==> src/hw/rtl/omap_pkg.sv <==
// Shared constants and codes for the outlier-rejecting moving-average packer.
// No dependencies; the top level and the checker refer to it by scoped names.
package omap_pkg;

    // Averaging window, a power of two from 2 to 16
    localparam int WINDOW_SIZE = 2;
    localparam int LOG2W       = $clog2(WINDOW_SIZE);

    localparam int SAMPLE_W = 12;
    localparam int RAW_W    = 16;
    localparam int GROUP_W  = 2 * SAMPLE_W;
    localparam int SUM_W    = SAMPLE_W + LOG2W;
    localparam int WARM_W   = $clog2(WINDOW_SIZE + 1);
    localparam int SLOT_W   = (LOG2W > 0) ? LOG2W : 1;

    // Configuration port geometry
    localparam int PADDR_W = 4;
    localparam int PDATA_W = 32;

    localparam logic [SAMPLE_W-1:0] THRESH_RESET = SAMPLE_W'(3000);

    // Register indexes
    typedef enum logic [1:0] {
        REG_STREAM_ENABLE = 2'd0,
        REG_PROXIMITY     = 2'd1,
        REG_THRESHOLD     = 2'd2,
        REG_UNUSED        = 2'd3
    } t_reg_idx;

    // Request kinds
    typedef enum logic {
        ACT_SAMPLE  = 1'b0,
        ACT_RESTART = 1'b1
    } t_action;

endpackage

==> src/hw/rtl/outlier_moving_average_packer_top.sv <==
// Top level of the outlier-rejecting moving-average packer.
// Depends on omap_pkg for widths, register indexes and request codes.
//
// A request is registered in the input stage and its group in the result stage.
// Throughput: one request per cycle barring a stall; single registered window update.
// Reset: synchronous, active low; clears window, sum, pairing and control state,
// and sets the threshold register to 3000.
module outlier_moving_average_packer_top (
    input  logic                              i_clk,
    input  logic                              i_rst_n,
    // request channel
    input  logic                              i_in_valid,
    output logic                              o_in_ready,
    input  logic                              i_action,
    input  logic [omap_pkg::RAW_W-1:0]        i_raw_sample,
    input  logic                              i_object_near,
    // result channel
    output logic                              o_out_valid,
    input  logic                              i_out_ready,
    output logic [omap_pkg::GROUP_W-1:0]      o_packed_group,
    // configuration port
    input  logic                              psel,
    input  logic                              penable,
    input  logic                              pwrite,
    input  logic [omap_pkg::PADDR_W-1:0]      paddr,
    input  logic [omap_pkg::PDATA_W-1:0]      pwdata,
    output logic [omap_pkg::PDATA_W-1:0]      prdata,
    output logic                              pready
);

    localparam int SW = omap_pkg::SAMPLE_W;

    // configuration registers
    logic          r_stream_enable;
    logic          r_proximity_gate;
    logic [SW-1:0] r_threshold;

    // input stage
    logic                         r_in_valid;
    logic                         r_action;
    logic [SW-1:0]                r_sample;
    logic                         r_near;

    // filter state
    logic [SW-1:0]                 r_window [omap_pkg::WINDOW_SIZE];
    logic [omap_pkg::SUM_W-1:0]    r_sum;
    logic [omap_pkg::SLOT_W-1:0]   r_write_slot;
    logic [omap_pkg::WARM_W-1:0]   r_warm_count;
    logic                          r_average_ready;
    logic [SW-1:0]                 r_last_average;
    logic [SW-1:0]                 r_held_average;
    logic                          r_held_valid;

    // result stage
    logic                          r_out_valid;
    logic [omap_pkg::GROUP_W-1:0]  r_packed_group;

    logic                          advance;
    logic                          cfg_write;
    omap_pkg::t_reg_idx            reg_idx;

    logic                          take;
    logic [SW-1:0]                 diff;
    logic [SW-1:0]                 screened;
    logic [SW-1:0]                 old_entry;
    logic [omap_pkg::SUM_W-1:0]    n_sum;
    logic [SW-1:0]                 n_average;
    logic                          full;
    logic                          emit;

    // Pass the request on whenever the result slot is free or being emptied
    assign advance    = r_in_valid && (!r_out_valid || i_out_ready);
    assign o_in_ready = !r_in_valid || advance;

    assign pready    = 1'b1;
    assign cfg_write = psel && penable && pwrite;
    assign reg_idx   = omap_pkg::t_reg_idx'(paddr[3:2]);

    // Read back the configuration
    always_comb begin
        case (reg_idx)
            omap_pkg::REG_STREAM_ENABLE: prdata = {31'd0, r_stream_enable};
            omap_pkg::REG_PROXIMITY:     prdata = {31'd0, r_proximity_gate};
            omap_pkg::REG_THRESHOLD:     prdata = {20'd0, r_threshold};
            default:                     prdata = '0;
        endcase
    end

    // Screen the sample and work out the new window sum
    always_comb begin
        take      = (r_action == omap_pkg::ACT_SAMPLE) && r_stream_enable
                    && (!r_proximity_gate || r_near);
        diff      = (r_sample >= r_last_average) ? (r_sample - r_last_average)
                                                 : (r_last_average - r_sample);
        screened  = (r_average_ready && (diff > r_threshold)) ? r_last_average : r_sample;
        old_entry = r_window[r_write_slot[omap_pkg::LOG2W-1:0]];
        n_sum     = r_sum - omap_pkg::SUM_W'(old_entry) + omap_pkg::SUM_W'(screened);
        n_average = n_sum[omap_pkg::SUM_W-1:omap_pkg::LOG2W];
        full      = (r_warm_count >= omap_pkg::WARM_W'(omap_pkg::WINDOW_SIZE - 1));
        emit      = take && full && r_held_valid;
    end

    // Write configuration registers
    always_ff @(posedge i_clk) begin
        if (!i_rst_n) begin
            r_stream_enable  <= 1'b0;
            r_proximity_gate <= 1'b0;
            r_threshold      <= omap_pkg::THRESH_RESET;
        end else if (cfg_write) begin
            case (reg_idx)
                omap_pkg::REG_STREAM_ENABLE: r_stream_enable  <= pwdata[0];
                omap_pkg::REG_PROXIMITY:     r_proximity_gate <= pwdata[0];
                omap_pkg::REG_THRESHOLD:     r_threshold      <= pwdata[SW-1:0];
                default: ;
            endcase
        end
    end

    // Capture the request
    always_ff @(posedge i_clk) begin
        if (!i_rst_n) begin
            r_in_valid <= 1'b0;
        end else if (o_in_ready) begin
            r_in_valid <= i_in_valid;
        end
        if (o_in_ready && i_in_valid) begin
            r_action <= i_action;
            r_sample <= i_raw_sample[SW-1:0];
            r_near   <= i_object_near;
        end
    end

    // Update the window, the averages and the pairing
    always_ff @(posedge i_clk) begin
        if (!i_rst_n) begin
            for (int i = 0; i < omap_pkg::WINDOW_SIZE; i++) begin
                r_window[i] <= '0;
            end
            r_sum           <= '0;
            r_write_slot    <= '0;
            r_warm_count    <= '0;
            r_average_ready <= 1'b0;
            r_last_average  <= '0;
            r_held_average  <= '0;
            r_held_valid    <= 1'b0;
        end else if (advance) begin
            if (r_action == omap_pkg::ACT_RESTART) begin
                r_held_valid <= 1'b0;
            end else if (take) begin
                r_window[r_write_slot[omap_pkg::LOG2W-1:0]] <= screened;
                r_sum        <= n_sum;
                r_write_slot <= r_write_slot + 1'b1;
                if (!full) begin
                    r_warm_count <= r_warm_count + 1'b1;
                end
                if (full) begin
                    r_warm_count    <= omap_pkg::WARM_W'(omap_pkg::WINDOW_SIZE);
                    r_average_ready <= 1'b1;
                    r_last_average  <= n_average;
                    if (!r_held_valid) begin
                        r_held_average <= n_average;
                        r_held_valid   <= 1'b1;
                    end else begin
                        r_held_valid <= 1'b0;
                    end
                end
            end
        end
    end

    // Hold the group until the consumer takes it
    always_ff @(posedge i_clk) begin
        if (!i_rst_n) begin
            r_out_valid <= 1'b0;
        end else if (advance) begin
            r_out_valid <= emit;
        end else if (i_out_ready) begin
            r_out_valid <= 1'b0;
        end
        if (advance && emit) begin
            r_packed_group <= {r_held_average, n_average};
        end
    end

    assign o_out_valid    = r_out_valid;
    assign o_packed_group = r_packed_group;

endmodule

==> config.mk <==
export PLATFORM = sky130hd
export DESIGN_NAME = outlier_moving_average_packer_top
export DESIGN_NICKNAME = d
export VERILOG_FILES = /design/src/hw/rtl/omap_pkg.sv /design/src/hw/rtl/outlier_moving_average_packer_top.sv
export SDC_FILE = /design/constraint.sdc
export NUM_CORES = 1
export LEC_CHECK = 0
export BUFFER_PORTS_ARGS = -buffer_cell sky130_fd_sc_hd__buf_2
export CORE_AREA = 5 5 107 159
export DETAILED_ROUTE_END_ITERATION = 10
export DIE_AREA = 0 0 112 164
export PLACE_DENSITY = 0.75
export SETUP_SLACK_MARGIN = 0.1
export SLEW_MARGIN = 40
export SYNTH_ARGS = -nofsm -noshare
export SYNTH_HDL_FRONTEND = slang
export SYNTH_SLANG_ARGS = --single-unit
==> constraint.sdc <==
create_clock -name i_clk -period 18.4 [get_ports i_clk]
set_input_delay 4.6 -clock i_clk [delete_from_list [all_inputs] [get_ports i_clk]]
set_output_delay 4.6 -clock i_clk [all_outputs]
set_load 0.1 [all_outputs]
==> summary.json <==
{
  "run_status": "finished clean",
  "synth_adder_area_share_pct": 12.40,
  "syn-mean-instance-area_um2": 10.03,
  "antenna_cells_inserted": 0,
  "final-hold-violation-count": 0,
  "criticalPathCategory": "in -> out",
  "min_period_ps": 10520,
  "hpwl_um": 11410,
  "initial_standard_cell_utilization_of_the_core_pct": 45.86,
  "netlist-cell-type-count": 65,
  "htreeDepth": 4,
  "cts_tree": "yes",
  "global_route.usage.total_pct": 17.33,
  "crit_fanout": 12,
  "antenna_found_initial": 0,
  "maxSlewHeadroom_pct": 50.07,
  "netlist.area_leader.share_pct": 26.22,
  "yosysSeqAreaShare_pct": 42.85,
  "clock_latency_ps": 410,
  "cts_buffer_depth": 2,
  "critPathArrivalTime_ps": 5920,
  "max_clock_freq_ghz": 0.09508,
  "grt_pass1_wl_um": 25230,
  "synth_edf_count": 62,
  "die_h_um": 164,
  "totalWireLength_um": 15480,
  "width_of_the_die_um": 112,
  "drt_first_iter_violations": 243,
  "yosys_most_used_dff": "sky130_fd_sc_hd__edfxtp_1",
  "share_of_post_route_cells_with_drive_strength_above_1_pct": 18.00,
  "grt_overflow": 0,
  "setup-violations-final": 0,
  "yosys-mux-area-fraction_pct": 5.849,
  "antenna_violating_nets_post_route": 0,
  "rsz0062_at_grt": "no",
  "netlist_instances": 708,
  "setup.worst_path.start": "paddr[3]",
  "numCtsBuffers": 17,
  "main_combinational_cell_family_by_area_after_synthesis": "compound AO/OA/AOI/OAI gates",
  "vias_in_the_first_global_route": 5213,
  "firstDrtPassIters": 5,
  "cts_setup_buffers": 0,
  "cts.hold.buffers_added": 0,
  "finalMaxSlewViolations": 0,
  "startpoint_type": "input pin",
  "cp_cell_sequence": "buf_2 -> nor2b_1 -> and2_1 -> buf_2",
  "crit_top_cell": "sky130_fd_sc_hd__buf_2",
  "finClkSkew_ps": 11.74,
  "num_vias": 5204,
  "reg2regPathDepth": 29,
  "area_delta_synth_final_pct": 14.55,
  "power_density_mw_per_mm2": 93.40,
  "actual_slew_at_the_worst_max_slew_pin_ps": 749.0,
  "hold-path-cell-count": 0,
  "timing.max_cap.violations": 0,
  "netlist.top_cell.by_area": "sky130_fd_sc_hd__edfxtp_1",
  "slowest_stage": "sky130_fd_sc_hd__nor2b_1",
  "post-layout-total-power_uw": 759.9,
  "cpPeakStageDelay_ps": 550,
  "hp-class": "reg -> reg",
  "fraction_of_the_mapped_netlist_area_in_simple_logic_gates_pct": 13.76,
  "synth.yosys.warnings": 0,
  "worstPathBufferInverterCount": 2,
  "rows": 56,
  "cts_root_buffer": "sky130_fd_sc_hd__clkbuf_16",
  "ys_seq_elements": 121,
  "final.setup.tns_ps": 0,
  "avgViaCountPerCell": 5.246,
  "rr_startpoint": "r_sample[0]",
  "worst_hold_startpoint": "r_held_average[3]",
  "synth-async-reset-ratio_pct": 0,
  "cellLeakagePower_uw": 0.003420,
  "route.detailed.drc": 0,
  "critical_path.top_delay_family": "simple AND/OR/NAND/NOR gates",
  "crit-reg2reg-capture": "o_packed_group[9]",
  "place.port_buffers": 72,
  "design.die.area_mm2": 0.01837,
  "post-route-util_pct": 52.54,
  "req_time_crit_path_ps": 13800,
  "cts.reportedPaths.clkPinSlew_ps": 60,
  "end_kind": "output port",
  "compound_cell_area_share_of_the_yosys_netlist_pct": 13.90,
  "synth_xor_area_share_pct": 2.713,
  "grt_start_max_net_pins": 76,
  "floorplan.io_pins": 120,
  "holdPathEnd": "o_packed_group[15]",
  "finish.net_count": 899,
  "cts_resized": 0,
  "core-area_mm2": 0.01548,
  "synth.cell_area_mm2": 0.007102,
  "wl_per_cell_um": 15.61,
  "gp_routability_congestion": 0.9025,
  "timing.reg2reg.setup_slack_ps": 11190,
  "vdd_ir_drop_max_uv": 60.35,
  "synthTopCellsByArea": "sky130_fd_sc_hd__edfxtp_1, sky130_fd_sc_hd__dfxtp_1, sky130_fd_sc_hd__ha_1",
  "layout_worst_path_cycle_share_pct": 57.16,
  "clock_sink_count": 121,
  "fill_cells": 1413
}
==> through the flow <==
stage          setup WS (ps)  hold slack [ps]  std cells  area (um2)
6_report                7883            428.9        992        8135
5_1_grt                 7746            437.2        992        8135
4_1_cts                 7838            430.4        992        8128
3_5_place_dp            7840            419.7        960        7535
3_3_place_gp            7853            412.2        960        7528
2_1_floorplan           6993            407.9        727        7173
==> cell usage after synthesis, types with 11 or more instances <==
cell type / count
sky130_fd_sc_hd__a21o_1: 14
sky130_fd_sc_hd__nand2_1: 70
sky130_fd_sc_hd__nand3_1: 28
sky130_fd_sc_hd__o21ai_0: 20
sky130_fd_sc_hd__nor2_1: 34
sky130_fd_sc_hd__xnor2_1: 12
sky130_fd_sc_hd__o21a_1: 11
sky130_fd_sc_hd__edfxtp_1: 62
sky130_fd_sc_hd__dfxtp_1: 59
sky130_fd_sc_hd__a21oi_1: 23
sky130_fd_sc_hd__mux2_2: 12
sky130_fd_sc_hd__clkbuf_1: 14
sky130_fd_sc_hd__and2_1: 15
sky130_fd_sc_hd__nor2b_1: 12
sky130_fd_sc_hd__a21boi_0: 17
sky130_fd_sc_hd__ha_1: 48
sky130_fd_sc_hd__buf_4: 23
sky130_fd_sc_hd__inv_1: 79
sky130_fd_sc_hd__mux2i_1: 28
sky130_fd_sc_hd__o211ai_1: 11
sky130_fd_sc_hd__fa_1: 14
==> cell usage in the layout, fill, tap and decap left out, types with 6 or more instances in the layout <==
cell type	netlist	layout
sky130_fd_sc_hd__nor2b_1	12	12
sky130_fd_sc_hd__buf_2	1	72
sky130_fd_sc_hd__nor3_1	6	6
sky130_fd_sc_hd__ha_1	48	48
sky130_fd_sc_hd__a21boi_0	17	17
sky130_fd_sc_hd__edfxtp_1	62	62
sky130_fd_sc_hd__nor2_1	34	34
sky130_fd_sc_hd__dfxtp_1	59	59
sky130_fd_sc_hd__mux2i_1	28	28
sky130_fd_sc_hd__inv_1	79	78
sky130_fd_sc_hd__fa_1	14	14
sky130_fd_sc_hd__mux2_2	12	12
sky130_fd_sc_hd__conb_1	2	21
sky130_fd_sc_hd__o21ai_0	20	20
sky130_fd_sc_hd__and2_1	15	15
sky130_fd_sc_hd__o211ai_1	11	11
sky130_fd_sc_hd__a21oi_1	23	23
sky130_fd_sc_hd__xor2_1	10	10
sky130_fd_sc_hd__nand2_1	70	70
sky130_fd_sc_hd__o21a_1	11	11
sky130_fd_sc_hd__nand3_1	28	28
sky130_fd_sc_hd__clkbuf_16	0	17
sky130_fd_sc_hd__a21o_1	14	14
sky130_fd_sc_hd__xnor2_1	12	12
==> registers in the layout, indices dropped and copies added, names as in the netlist, 2 cells and up, named ones only <==
signal and count:
r_window 24, r_threshold 12, r_held_average 12, r_sum 13, r_sample 12, r_last_average 12, r_warm_count 2, o_packed_group 24
==> logic make-up (layout without fill, tap and decap cells) <==
| family | after synthesis | count (layout) |
|---|---|---|
| AOI/OAI and AO/OA | 140 | 140 |
| xor gates and xnor gates | 22 | 22 |
| adders and majority gates | 62 | 62 |
| buffers and inverters | 126 | 188 |
| DFF | 121 | 121 |
| muxes | 40 | 40 |
| other | 2 | 21 |
| and+or+nand+nor | 195 | 195 |
==> area by class of cell <==
class                      count  area [um2]  share of cell area [%]
inverter                      79       296.5                   3.645
sequential                   121        3043                   37.40
clock buffer                  18       429.2                   5.275
tap                          203       254.0                   3.122
multi-input combinational    480        3551                   43.65
clock inverter                14       163.9                   2.015
timing repair buffer          77       397.9                   4.891
==> routing by layer <==
metal  vias up  GRT usage, %  wire length, um
met1      2474         18.30             6022
met4         0         8.201              555
li1       2554             -                -
met3        40         2.875              628
met2       136         33.19             8277
met5         -             0                0
==> report_power, final <==
group / internal, uW / switching [uW] / total [uW]
registers: 291 / 3.45 / 294
clock network: 203 / 129 / 332
logic: 42.2 / 91.8 / 134
==> how the worst max path moves through the flow <==
stage                      end  slack (ps)  cells past startpoint
finish               prdata[1]        7880                      4
global route         prdata[3]        7750                      4
CTS                 prdata[10]        7840                      4
detailed placement  prdata[11]        7840                      4
global placement     prdata[6]        7850                      4
floorplan            prdata[0]        6990                      2
Note: power is estimated with default switching activity, not from simulation.
